File: config.mk
export PLATFORM = sky130hd
export DESIGN_NAME = playfair_digraph_cipher_top
export DESIGN_NICKNAME = d
export VERILOG_FILES = /design/src/rtl/core/pfc_pkg.sv /design/src/rtl/core/playfair_digraph_cipher_top.sv /design/src/rtl/core/pfc_front.sv /design/src/rtl/core/pfc_queue.sv /design/src/rtl/core/pfc_back.sv
export SDC_FILE = /design/constraint.sdc
export NUM_CORES = 1
export LEC_CHECK = 0
export BUFFER_PORTS_ARGS = -buffer_cell sky130_fd_sc_hd__buf_2
export CAP_MARGIN = 20
export CORE_UTILIZATION = 69
export CTS_CLUSTER_DIAMETER = 100
export DETAILED_ROUTE_END_ITERATION = 16
export MAX_ROUTING_LAYER = met4
export PLACE_DENSITY = 0.95
export SLEW_MARGIN = 20
export SYNTH_ARGS = -nofsm -noshare
export SYNTH_HDL_FRONTEND = slang
export SYNTH_HIERARCHICAL = 1
export SYNTH_SLANG_ARGS = --single-unit
File: constraint.sdc
create_clock -name clock -period 17.1 [get_ports clock]
set_clock_uncertainty 0.15 [all_clocks]
set_input_delay 1.71 -clock clock [delete_from_list [all_inputs] [get_ports clock]]
set_output_delay 1.71 -clock clock [all_outputs]
set_load 0.005 [all_outputs]
File: src/rtl/core/pfc_pkg.sv
package pfc_pkg;

   // Key square geometry and the shape of the letter code.
   localparam int CELL_COUNT = 25;
   localparam int CODE_W = 5;
   localparam logic [CODE_W-1:0] MAX_CODE = 5'd24;
   localparam logic [CODE_W-1:0] CODE_X = 5'd22;
   localparam logic [CODE_W-1:0] FIRST_HIGH_CODE = 5'd9;

   // Depth of the queue between the front and back parts.
   localparam int QUEUE_DEPTH = 4;
   localparam int QPTR_W = $clog2(QUEUE_DEPTH);
   localparam int QCNT_W = $clog2(QUEUE_DEPTH + 1);

   // Register file layout.
   localparam int CELLS_AB_W = 45;
   localparam int CELLS_C_W = 35;
   localparam int CSR_INDEX_W = 2;
   localparam int CSR_DATA_W = 45;
   localparam logic [CELLS_AB_W-1:0] CELLS_A_RESET = 45'd9043225708576;
   localparam logic [CELLS_AB_W-1:0] CELLS_B_RESET = 45'd19258043411785;
   localparam logic [CELLS_C_W-1:0] CELLS_C_RESET = 35'd26565333618;

   // ASCII codes used by the character handling.
   localparam logic [7:0] ASCII_A = 8'h41;
   localparam logic [7:0] ASCII_I = 8'h49;
   localparam logic [7:0] ASCII_J = 8'h4A;
   localparam logic [7:0] ASCII_Z = 8'h5A;
   localparam logic [7:0] ASCII_LOWER_A = 8'h61;
   localparam logic [7:0] ASCII_LOWER_Z = 8'h7A;
   localparam logic [7:0] CASE_OFFSET = 8'h20;
   localparam logic [7:0] ASCII_NONE = 8'h00;

   typedef enum logic [CSR_INDEX_W-1:0] {
      CSR_CELLS_A,
      CSR_CELLS_B,
      CSR_CELLS_C,
      CSR_DECRYPT
   } csr_index_type;

   typedef logic [CELL_COUNT-1:0][CODE_W-1:0] square_type;

   typedef enum logic [1:0] {
      JOB_PAIR,
      JOB_ERROR,
      JOB_END
   } job_kind_type;

   typedef struct packed {
      job_kind_type      kind;
      logic [CODE_W-1:0] pos_a;
      logic [CODE_W-1:0] pos_b;
      logic              decrypt;
      logic              last;
      logic              bad;
   } job_type;

   typedef struct packed {
      logic              found;
      logic [CODE_W-1:0] pos;
   } lookup_type;

   // First cell in row-major order that holds the code.
   function automatic lookup_type find_cell(input square_type sq,
                                            input logic [CODE_W-1:0] code);
      lookup_type r;
      r.found = 1'b0;
      r.pos = '0;
      for (int k = CELL_COUNT - 1; k >= 0; k--) begin
         if (sq[k] == code && code <= MAX_CODE) begin
            r.found = 1'b1;
            r.pos = CODE_W'(k);
         end
      end
      return r;
   endfunction

   // Uppercase letter other than J to its letter code.
   function automatic logic [CODE_W-1:0] ascii_code(input logic [7:0] u);
      logic [7:0] d;
      d = u - ASCII_A;
      if (u >= ASCII_J) begin
         d = d - 8'd1;
      end
      return d[CODE_W-1:0];
   endfunction

   function automatic logic [7:0] code_ascii(input logic [CODE_W-1:0] code);
      logic [7:0] a;
      if (code < FIRST_HIGH_CODE) begin
         a = ASCII_A + {3'b000, code};
      end else if (code <= MAX_CODE) begin
         a = ASCII_A + 8'd1 + {3'b000, code};
      end else begin
         a = ASCII_Z;
      end
      return a;
   endfunction

   function automatic logic [2:0] pos_row(input logic [CODE_W-1:0] pos);
      logic [2:0] r;
      if (pos >= 5'd20) begin
         r = 3'd4;
      end else if (pos >= 5'd15) begin
         r = 3'd3;
      end else if (pos >= 5'd10) begin
         r = 3'd2;
      end else if (pos >= 5'd5) begin
         r = 3'd1;
      end else begin
         r = 3'd0;
      end
      return r;
   endfunction

   function automatic logic [2:0] pos_col(input logic [CODE_W-1:0] pos);
      logic [CODE_W-1:0] base;
      logic [CODE_W-1:0] diff;
      base = {pos_row(pos), 2'b00} + {2'b00, pos_row(pos)};
      diff = pos - base;
      return diff[2:0];
   endfunction

   function automatic logic [CODE_W-1:0] pos_join(input logic [2:0] row,
                                                  input logic [2:0] col);
      return {row, 2'b00} + {2'b00, row} + {2'b00, col};
   endfunction

   // One step around a row or column: forward to encrypt, back to decrypt.
   function automatic logic [2:0] advance(input logic [2:0] x, input logic decrypt);
      logic [2:0] y;
      if (!decrypt) begin
         y = (x == 3'd4) ? 3'd0 : x + 3'd1;
      end else begin
         y = (x == 3'd0) ? 3'd4 : x - 3'd1;
      end
      return y;
   endfunction

   // A pair becomes a substitution job, or an error when a letter is missing.
   function automatic job_type pair_job(input lookup_type a, input lookup_type b,
                                        input logic decrypt);
      job_type j;
      j.kind = (a.found && b.found) ? JOB_PAIR : JOB_ERROR;
      j.pos_a = a.pos;
      j.pos_b = b.pos;
      j.decrypt = decrypt;
      j.last = 1'b0;
      j.bad = 1'b0;
      return j;
   endfunction

endpackage

File: src/rtl/core/playfair_digraph_cipher_top.sv
// Playfair digraph cipher, one message byte per request.
// The request channel (req_valid/req_ready) carries a raw byte and a message
// end flag. The response channel (rsp_valid/rsp_ready) returns substituted
// letters, error markers and bare end markers; run_last marks the final
// response of each message. The csr channel writes the three key square
// registers and the decrypt mode and is always ready; the user writes it only
// while no message is in flight, which the block itself does not enforce.
// A front stage classifies each request, keeps the open pair and the error
// flag, looks both letters up in the square and pushes up to two jobs into
// a four-entry queue. A back stage turns each pair job into two letters,
// one per phase, and owns the response register.
// The first response of a request passes the queue, the job register and
// the response register before it shows on rsp_valid. The two letters of
// a pair share the response port one after the other, and a request that
// makes two pairs holds the request side while its second job is pushed.
// When the receiver stalls, the response register holds, the queue
// fills and req_ready drops; nothing is lost. Synchronous reset empties the
// queue, clears the open pair and error flag, and loads the default square.
module playfair_digraph_cipher_top
   import pfc_pkg::*;
(
   input  logic                   clock,
   input  logic                   reset,
   input  logic                   req_valid,
   output logic                   req_ready,
   input  logic [7:0]             req_char_in,
   input  logic                   req_message_end,
   output logic                   rsp_valid,
   input  logic                   rsp_ready,
   output logic [7:0]             rsp_letter_out,
   output logic                   rsp_letter_valid,
   output logic                   rsp_bad_input,
   output logic                   rsp_run_last,
   input  logic                   csr_valid,
   output logic                   csr_ready,
   input  logic [CSR_INDEX_W-1:0] csr_index,
   input  logic [CSR_DATA_W-1:0]  csr_wdata
);

   logic [CELLS_AB_W-1:0] cells_a_ff;
   logic [CELLS_AB_W-1:0] cells_b_ff;
   logic [CELLS_C_W-1:0]  cells_c_ff;
   logic                  decrypt_ff;
   square_type            square;
   logic                  csr_write;

   logic                  q_push, q_pop, q_full, q_empty;
   job_type               q_push_job, q_head;

   // The register file never stalls a write.
   assign csr_ready = 1'b1;
   assign csr_write = csr_valid && csr_ready;

   always_ff @(posedge clock) begin
      if (reset) begin
         cells_a_ff <= CELLS_A_RESET;
         cells_b_ff <= CELLS_B_RESET;
         cells_c_ff <= CELLS_C_RESET;
         decrypt_ff <= 1'b0;
      end else if (csr_write) begin
         unique case (csr_index_type'(csr_index))
            CSR_CELLS_A: cells_a_ff <= csr_wdata[CELLS_AB_W-1:0];
            CSR_CELLS_B: cells_b_ff <= csr_wdata[CELLS_AB_W-1:0];
            CSR_CELLS_C: cells_c_ff <= csr_wdata[CELLS_C_W-1:0];
            CSR_DECRYPT: decrypt_ff <= csr_wdata[0];
            default: decrypt_ff <= decrypt_ff;
         endcase
      end
   end

   // The three registers concatenate to the 25 cells in row-major order,
   // cell 0 in the low bits.
   assign square = {cells_c_ff, cells_b_ff, cells_a_ff};

   pfc_front u_front (
      .clock           (clock),
      .reset           (reset),
      .req_valid       (req_valid),
      .req_ready       (req_ready),
      .req_char_in     (req_char_in),
      .req_message_end (req_message_end),
      .square          (square),
      .decrypt         (decrypt_ff),
      .q_full          (q_full),
      .q_push          (q_push),
      .q_push_job      (q_push_job)
   );

   pfc_queue u_queue (
      .clock    (clock),
      .reset    (reset),
      .push     (q_push),
      .push_job (q_push_job),
      .pop      (q_pop),
      .head     (q_head),
      .full     (q_full),
      .empty    (q_empty)
   );

   pfc_back u_back (
      .clock            (clock),
      .reset            (reset),
      .square           (square),
      .q_empty          (q_empty),
      .q_head           (q_head),
      .q_pop            (q_pop),
      .rsp_valid        (rsp_valid),
      .rsp_ready        (rsp_ready),
      .rsp_letter_out   (rsp_letter_out),
      .rsp_letter_valid (rsp_letter_valid),
      .rsp_bad_input    (rsp_bad_input),
      .rsp_run_last     (rsp_run_last)
   );

endmodule

File: src/rtl/core/pfc_front.sv
module pfc_front
   import pfc_pkg::*;
(
   input  logic       clock,
   input  logic       reset,
   input  logic       req_valid,
   output logic       req_ready,
   input  logic [7:0] req_char_in,
   input  logic       req_message_end,
   input  square_type square,
   input  logic       decrypt,
   input  logic       q_full,
   output logic       q_push,
   output job_type    q_push_job
);

   logic [CODE_W-1:0] pend_ff, pend_in;
   logic              pend_valid_ff, pend_valid_in;
   logic              err_ff, err_in;
   job_type           hold_ff, hold_in;
   logic              hold_valid_ff, hold_valid_in;

   logic [7:0]        upper;
   logic              enc_letter, dec_letter;
   logic [CODE_W-1:0] cur_code;
   lookup_type        lk_pend, lk_cur, lk_x;
   logic              accept;
   logic              a_on, b_on, b_kept, a_err;
   job_type           job_a, job_b, job_1, job_2, end_job;
   logic              j1_on, j2_on;

   // Character classification and the three square lookups.
   always_comb begin
      upper = req_char_in;
      if (req_char_in >= ASCII_LOWER_A && req_char_in <= ASCII_LOWER_Z) begin
         upper = req_char_in - CASE_OFFSET;
      end
      enc_letter = upper >= ASCII_A && upper <= ASCII_Z;
      dec_letter = req_char_in >= ASCII_A && req_char_in <= ASCII_Z && req_char_in != ASCII_J;
      if (decrypt) begin
         cur_code = ascii_code(req_char_in);
      end else begin
         cur_code = ascii_code((upper == ASCII_J) ? ASCII_I : upper);
      end
      lk_pend = find_cell(square, pend_ff);
      lk_cur = find_cell(square, cur_code);
      lk_x = find_cell(square, CODE_X);
   end

   assign accept = req_valid && req_ready;
   assign req_ready = !hold_valid_ff && !q_full;

   // Pairing rules: up to two jobs per request, a bare end marker included.
   always_comb begin
      a_on = 1'b0;
      b_on = 1'b0;
      job_a = pair_job(lk_pend, lk_cur, decrypt);
      job_b = pair_job(lk_pend, lk_x, decrypt);
      pend_in = pend_ff;
      pend_valid_in = pend_valid_ff;
      if (!err_ff) begin
         if (!decrypt) begin
            if (enc_letter) begin
               if (!pend_valid_ff) begin
                  pend_in = cur_code;
                  pend_valid_in = 1'b1;
               end else if (pend_ff == cur_code) begin
                  a_on = 1'b1;
                  job_a = pair_job(lk_pend, lk_x, decrypt);
               end else begin
                  pend_valid_in = 1'b0;
                  a_on = 1'b1;
               end
            end
            if (req_message_end && pend_valid_in) begin
               pend_valid_in = 1'b0;
               b_on = 1'b1;
               if (enc_letter && !pend_valid_ff) begin
                  job_b = pair_job(lk_cur, lk_x, decrypt);
               end
            end
         end else begin
            if (dec_letter) begin
               if (pend_valid_ff) begin
                  pend_valid_in = 1'b0;
                  a_on = 1'b1;
               end else begin
                  pend_in = cur_code;
                  pend_valid_in = 1'b1;
               end
            end else begin
               pend_valid_in = 1'b0;
               a_on = 1'b1;
               job_a.kind = JOB_ERROR;
            end
            if (req_message_end && pend_valid_in) begin
               pend_valid_in = 1'b0;
               b_on = 1'b1;
               job_b.kind = JOB_ERROR;
            end
         end
      end

      // An error in the first pair silences the rest of the message.
      a_err = a_on && job_a.kind == JOB_ERROR;
      b_kept = b_on && !a_err;
      err_in = err_ff || a_err || (b_kept && job_b.kind == JOB_ERROR);

      end_job = job_a;
      end_job.kind = JOB_END;
      end_job.bad = err_ff;

      j1_on = a_on || b_kept || req_message_end;
      j2_on = a_on && b_kept;
      if (a_on) begin
         job_1 = job_a;
      end else if (b_kept) begin
         job_1 = job_b;
      end else begin
         job_1 = end_job;
      end
      job_1.last = req_message_end && !j2_on;
      job_2 = job_b;
      job_2.last = req_message_end;

      if (req_message_end) begin
         pend_in = '0;
         pend_valid_in = 1'b0;
         err_in = 1'b0;
      end
   end

   // The held second job goes out before the next request is taken.
   always_comb begin
      if (hold_valid_ff) begin
         q_push = !q_full;
         q_push_job = hold_ff;
         hold_valid_in = q_full;
         hold_in = hold_ff;
      end else begin
         q_push = accept && j1_on;
         q_push_job = job_1;
         hold_valid_in = accept && j2_on;
         hold_in = job_2;
      end
   end

   always_ff @(posedge clock) begin
      if (reset) begin
         pend_ff <= '0;
         pend_valid_ff <= 1'b0;
         err_ff <= 1'b0;
         hold_valid_ff <= 1'b0;
      end else begin
         if (accept) begin
            pend_ff <= pend_in;
            pend_valid_ff <= pend_valid_in;
            err_ff <= err_in;
         end
         hold_valid_ff <= hold_valid_in;
      end
   end

   always_ff @(posedge clock) begin
      hold_ff <= hold_in;
   end

endmodule

File: src/rtl/core/pfc_queue.sv
module pfc_queue
   import pfc_pkg::*;
(
   input  logic    clock,
   input  logic    reset,
   input  logic    push,
   input  job_type push_job,
   input  logic    pop,
   output job_type head,
   output logic    full,
   output logic    empty
);

   job_type           entries_ff [QUEUE_DEPTH];
   logic [QPTR_W-1:0] wr_ptr_ff, wr_ptr_in;
   logic [QPTR_W-1:0] rd_ptr_ff, rd_ptr_in;
   logic [QCNT_W-1:0] count_ff, count_in;

   assign full = count_ff == QCNT_W'(QUEUE_DEPTH);
   assign empty = count_ff == '0;
   assign head = entries_ff[rd_ptr_ff];

   always_comb begin
      wr_ptr_in = wr_ptr_ff;
      rd_ptr_in = rd_ptr_ff;
      count_in = count_ff;
      if (push) begin
         wr_ptr_in = (wr_ptr_ff == QPTR_W'(QUEUE_DEPTH - 1)) ? '0 : wr_ptr_ff + 1'b1;
      end
      if (pop) begin
         rd_ptr_in = (rd_ptr_ff == QPTR_W'(QUEUE_DEPTH - 1)) ? '0 : rd_ptr_ff + 1'b1;
      end
      if (push && !pop) begin
         count_in = count_ff + 1'b1;
      end else if (pop && !push) begin
         count_in = count_ff - 1'b1;
      end
   end

   always_ff @(posedge clock) begin
      if (reset) begin
         wr_ptr_ff <= '0;
         rd_ptr_ff <= '0;
         count_ff <= '0;
      end else begin
         wr_ptr_ff <= wr_ptr_in;
         rd_ptr_ff <= rd_ptr_in;
         count_ff <= count_in;
      end
   end

   always_ff @(posedge clock) begin
      if (push) begin
         entries_ff[wr_ptr_ff] <= push_job;
      end
   end

`ifndef SYNTH
   a_no_push_when_full: assert property (@(posedge clock) disable iff (reset)
      !(push && full))
      else $error("queue written while full");
   a_no_pop_when_empty: assert property (@(posedge clock) disable iff (reset)
      !(pop && empty))
      else $error("queue read while empty");
   a_count_bounded: assert property (@(posedge clock) disable iff (reset)
      count_ff <= QCNT_W'(QUEUE_DEPTH))
      else $error("queue count beyond depth");
`endif

endmodule

File: src/rtl/core/pfc_back.sv
module pfc_back
   import pfc_pkg::*;
(
   input  logic       clock,
   input  logic       reset,
   input  square_type square,
   input  logic       q_empty,
   input  job_type    q_head,
   output logic       q_pop,
   output logic       rsp_valid,
   input  logic       rsp_ready,
   output logic [7:0] rsp_letter_out,
   output logic       rsp_letter_valid,
   output logic       rsp_bad_input,
   output logic       rsp_run_last
);

   job_type           job_ff, job_in;
   logic              job_valid_ff, job_valid_in;
   logic              phase_ff, phase_in;
   logic              rsp_valid_ff, rsp_valid_in;
   logic [7:0]        letter_ff, letter_in;
   logic              lvalid_ff, lvalid_in;
   logic              bad_ff, bad_in;
   logic              last_ff, last_in;

   logic              out_free, emit, job_done;
   logic [2:0]        row_a, col_a, row_b, col_b;
   logic [CODE_W-1:0] out_a, out_b, out_pos;

   // Playfair substitution of the current pair.
   always_comb begin
      row_a = pos_row(job_ff.pos_a);
      col_a = pos_col(job_ff.pos_a);
      row_b = pos_row(job_ff.pos_b);
      col_b = pos_col(job_ff.pos_b);
      if (row_a == row_b) begin
         out_a = pos_join(row_a, advance(col_a, job_ff.decrypt));
         out_b = pos_join(row_b, advance(col_b, job_ff.decrypt));
      end else if (col_a == col_b) begin
         out_a = pos_join(advance(row_a, job_ff.decrypt), col_a);
         out_b = pos_join(advance(row_b, job_ff.decrypt), col_b);
      end else begin
         out_a = pos_join(row_a, col_b);
         out_b = pos_join(row_b, col_a);
      end
      out_pos = phase_ff ? out_b : out_a;
   end

   assign out_free = !rsp_valid_ff || rsp_ready;
   assign emit = job_valid_ff && out_free;
   assign job_done = emit && (job_ff.kind != JOB_PAIR || phase_ff);
   assign q_pop = !q_empty && (!job_valid_ff || job_done);

   always_comb begin
      job_in = q_pop ? q_head : job_ff;
      job_valid_in = q_pop || (job_valid_ff && !job_done);
      phase_in = q_pop ? 1'b0 : (emit ? 1'b1 : phase_ff);
      rsp_valid_in = emit || (rsp_valid_ff && !rsp_ready);
      letter_in = ASCII_NONE;
      lvalid_in = 1'b0;
      bad_in = 1'b0;
      last_in = job_ff.last;
      unique case (job_ff.kind)
         JOB_PAIR: begin
            letter_in = code_ascii(square[out_pos]);
            lvalid_in = 1'b1;
            last_in = job_ff.last && phase_ff;
         end
         JOB_ERROR: begin
            bad_in = 1'b1;
         end
         JOB_END: begin
            bad_in = job_ff.bad;
         end
         default: begin
            bad_in = 1'b1;
         end
      endcase
   end

   always_ff @(posedge clock) begin
      if (reset) begin
         job_valid_ff <= 1'b0;
         phase_ff <= 1'b0;
         rsp_valid_ff <= 1'b0;
      end else begin
         job_valid_ff <= job_valid_in;
         phase_ff <= phase_in;
         rsp_valid_ff <= rsp_valid_in;
      end
   end

   always_ff @(posedge clock) begin
      job_ff <= job_in;
      if (emit) begin
         letter_ff <= letter_in;
         lvalid_ff <= lvalid_in;
         bad_ff <= bad_in;
         last_ff <= last_in;
      end
   end

   assign rsp_valid = rsp_valid_ff;
   assign rsp_letter_out = letter_ff;
   assign rsp_letter_valid = lvalid_ff;
   assign rsp_bad_input = bad_ff;
   assign rsp_run_last = last_ff;

`ifndef SYNTH
   a_second_half_is_pair: assert property (@(posedge clock) disable iff (reset)
      job_valid_ff && phase_ff |-> job_ff.kind == JOB_PAIR)
      else $error("second result phase on a job that is not a pair");
   a_letter_is_upper: assert property (@(posedge clock) disable iff (reset)
      rsp_valid_ff && lvalid_ff |-> letter_ff >= ASCII_A && letter_ff <= ASCII_Z
         && letter_ff != ASCII_J)
      else $error("result letter outside the square alphabet");
   a_letter_not_bad: assert property (@(posedge clock) disable iff (reset)
      rsp_valid_ff |-> !(lvalid_ff && bad_ff))
      else $error("letter result flagged as bad input");
`endif

endmodule
==> out/results.ini <==
[final_layout]
drive_gt1_share_pct=10.6
fill_cells=1853
syn2layout_area_growth_pct=6.09
nets=2206

[global_routing]
grt_busiest_layer=met2
grt_pass1_vias=16782
grt_max_degree=127
grt_usage_pct=47.6
grt_pass1_wl_mm=99.1
grt.met1_usage_pct=55.0
antenna_found_initial=2
met3_usage_pct=12.1
grt_use_met2_pct=73.1
overflow=0

[hold_path]
worstHoldStart=u_back/job_valid_ff
worstHoldEndpoint=u_back/rsp_valid
hp-class=reg -> reg
holdPathStages=2

[synthesis]
syn_inst=2083
ys_ff_latch=244
synth_fp_nets=2205
synthArstFlopShare_pct=0
ys_warn_count=6
yosysTopAreaCellShare_pct=15.4
ys_top_cells_by_area=edfxtp_1 (15%), dfxtp_1 (15%), mux2i_1 (9.9%)
ys_seq_area_share_pct=30.6
synth_edf_count=98
ys_top_cells_by_count=nor2_1 (203), mux2i_1 (189), xnor2_1 (147), dfxtp_1 (146), nand2b_1 (127)
yosysTopAreaCell=edfxtp_1
syn_area_um2=19200
synth_most_common_cell=nor2_1
synth_cell_types=117
synthFlopType=dfxtp_1
syn_area_per_cell_um2=9.20

[setup_path]
worstReg2RegStart=u_back/job_ff[5]
cpMostUsedCell=ha_1
critPathTopFamily=compound AO/OA/AOI/OAI gates
r2r_cells=23
crit_path_top_delay_cell=fa_1
crit_type=reg -> reg
required_ns=17.22
regToRegSetupSlack_ns=9.33
cp_max_fo=11
worstReg2RegEnd=u_back/rsp_letter_out[1]
path_buf_inv=3
cp-start-kind=flop
endpoint_kind=flop
crit_arrival_ns=7.89
cp_slowest_stage_delay_ns=0.71
worstPathCellList=o21ai_0 > nand2_1 > inv_1 > ha_1 > inv_1 > fa_1 > inv_1 > ha_1 > or2_2 > mux4_1 > ha_1 > a21oi_1 > xnor2_1 > a211oi_1 > nor2_1 > nand2_1 > a2111oi_1 > nor4_2 > nor2_2 > ha_1 > o211ai_1 > a22oi_1 > a221oi_2

[sta]
rsz0062_at_grt=no
setup_ws_ns=9.33
tightest_slew_ns=1.08
fin_tns_setup_ns=0
fin_crit_ns=7.77
setup_violations=0
hold_viol=0
period_share_pct=45.4
timing.fmax_mhz=129
slew_viol_final=0
relSlewSlack_pct=27.7

[clock_network]
cts.path.max_buffers=3
cts_resized=0
cts-root-buf=clkbuf_16
cts_made_buffers=26
clk_pin_slew_ns=0.06
ctsHtreeMaxLevel=1
tritoncts=built
clkLatencyLatePin_ns=0.54
clock-sinks=244
cts_setup_buffers=0
postCtsHoldBufs=0

[detailed_routing]
drc_errors=0
wl_per_cell_um=26.7
ant_nets=0
vias=17378
dr.pass1.iters=6
viasPerCell=7.02
wirelength_mm=66.0
drt-initial-drc-count=2412

[die]
io-pin-count=75
num_rows=60
core-area_um2=27100
initial_utilization_pct=70.7
die_h_um=169
die-area_um2=28500
die_w_um=169

[run]
maxCapViolCount=0

[placed_design]
dp_hpwl_mm=47.5
dp_slack_ns=9.62
place.gp.congestion=1.10
numPortBuffers=72

[status]
status=finished, final reports clean

## cell type report
| type | instances | area, µm² | area share, % |
|---|---|---|---|
| Inverter | 79 | 297 | 1.46 |
| Tap cell | 372 | 465 | 2.29 |
| Multi-Input combinational cell | 1641 | 12300 | 60.5 |
| Timing Repair Buffer | 92 | 517 | 2.54 |
| Sequential cell | 244 | 5870 | 28.8 |
| Clock inverter | 14 | 145 | 0.714 |
| Antenna cell | 2 | 5.00 | 0.0246 |
| Clock buffer | 33 | 729 | 3.59 |
## through the flow
| step | utilization [%] | hold slack [ns] | instances | area [µm²] |
|---|---|---|---|---|
| 6_report | 75.0 | 0.356 | 2477 | 20300 |
| 5_1_grt | 75.0 | 0.377 | 2477 | 20300 |
| 4_1_cts | 75.0 | 0.356 | 2475 | 20300 |
| 3_5_place_dp | 71.8 | 0.347 | 2428 | 19500 |
| 3_3_place_gp | 71.8 | 0.318 | 2428 | 19500 |
| 2_1_floorplan | - | 0.279 | 2083 | 19200 |
## layer usage
| layer | part of all wire [%] | vias up |
|---|---|---|
| li1 | - | 7450 |
| met1 | 36 | 8188 |
| met2 | 44 | 1325 |
| met3 | 12 | 415 |
| met4 | 8.1 | 0 |
| met5 | 0 | - |
## cells by family (layout without fill, tap and decap cells)
family / count (synthesis) / in the layout / synth area share (%)
adders and majority gates: 61 / 61 / 4.41
other: 2 / 4 / 0.0392
muxes: 214 / 214 / 12.4
AOI/OAI and AO/OA: 371 / 371 / 14.1
xor gates and xnor gates: 266 / 266 / 13.4
DFF: 244 / 244 / 30.6
buffers and inverters: 198 / 218 / 5.27
and+or+nand+nor: 727 / 727 / 19.8
## flip-flops by register name (all words and copies together), names as in the netlist, 2 cells and up, named ones only
signal,cells
cells_a_ff,45
cells_b_ff,45
cells_c_ff,35
u_back/job_ff,15
u_back/rsp_letter_out,7
u_front/hold_ff,13
u_front/pend_ff,5
u_queue/count_ff,3
u_queue/entries_ff,60
u_queue/rd_ptr_ff,2
u_queue/wr_ptr_ff,2
## cells in the final DEF, fill, tap and decap left out, drive strengths merged, types with 15 or more instances in the layout
master   count
a211oi      21
a21o        19
a21oi       95
a22oi       15
and2        20
and3        18
buf         92
clkbuf      33
dfxtp      146
edfxtp      98
ha          50
inv         82
mux2i      189
mux4        16
nand2      122
nand2b     127
nand3       57
nand4       20
nor2       205
nor2b       21
nor3        56
nor4        16
o2111ai     15
o211ai      21
o21ai       59
o22ai       16
xnor2      150
xor2       102
## worst max path at each step
stage / start / to / slack, ns / depth (start not counted)
final: u_back/job_ff[5] / u_back/rsp_letter_out[1] / 9.33 / 23
after global routing: u_back/job_ff[5] / u_back/rsp_letter_out[2] / 9.01 / 24
after CTS: u_back/job_ff[5] / u_back/rsp_letter_out[1] / 9.50 / 23
after detailed placement: u_back/job_ff[5] / u_back/rsp_letter_out[1] / 9.62 / 23
after global placement: req_char_in[0] / u_queue/entries_ff[2][8] / 9.90 / 16
after floorplan: u_back/job_ff[4] / u_back/rsp_letter_out[2] / 10.70 / 31
## worst reg2reg max path: stages, from the launching register on
cell and delay (ns):
edfxtp_1 0.53, o21ai_0 0.68, nand2_1 0.17, inv_1 0.21, ha_1 0.17, inv_1 0.05
fa_1 0.71, inv_1 0.20, ha_1 0.28, or2_2 0.30, mux4_1 0.49, ha_1 0.33
a21oi_1 0.19, xnor2_1 0.17, a211oi_1 0.16, nor2_1 0.67, nand2_1 0.26, a2111oi_1 0.55
nor4_2 0.18, nor2_2 0.26, ha_1 0.20, o211ai_1 0.17, a22oi_1 0.34, a221oi_2 0.10
Power is left out: the tool's default activity adds up to more than one toggle a clock period on the data nets, which glitch-free logic cannot reach.
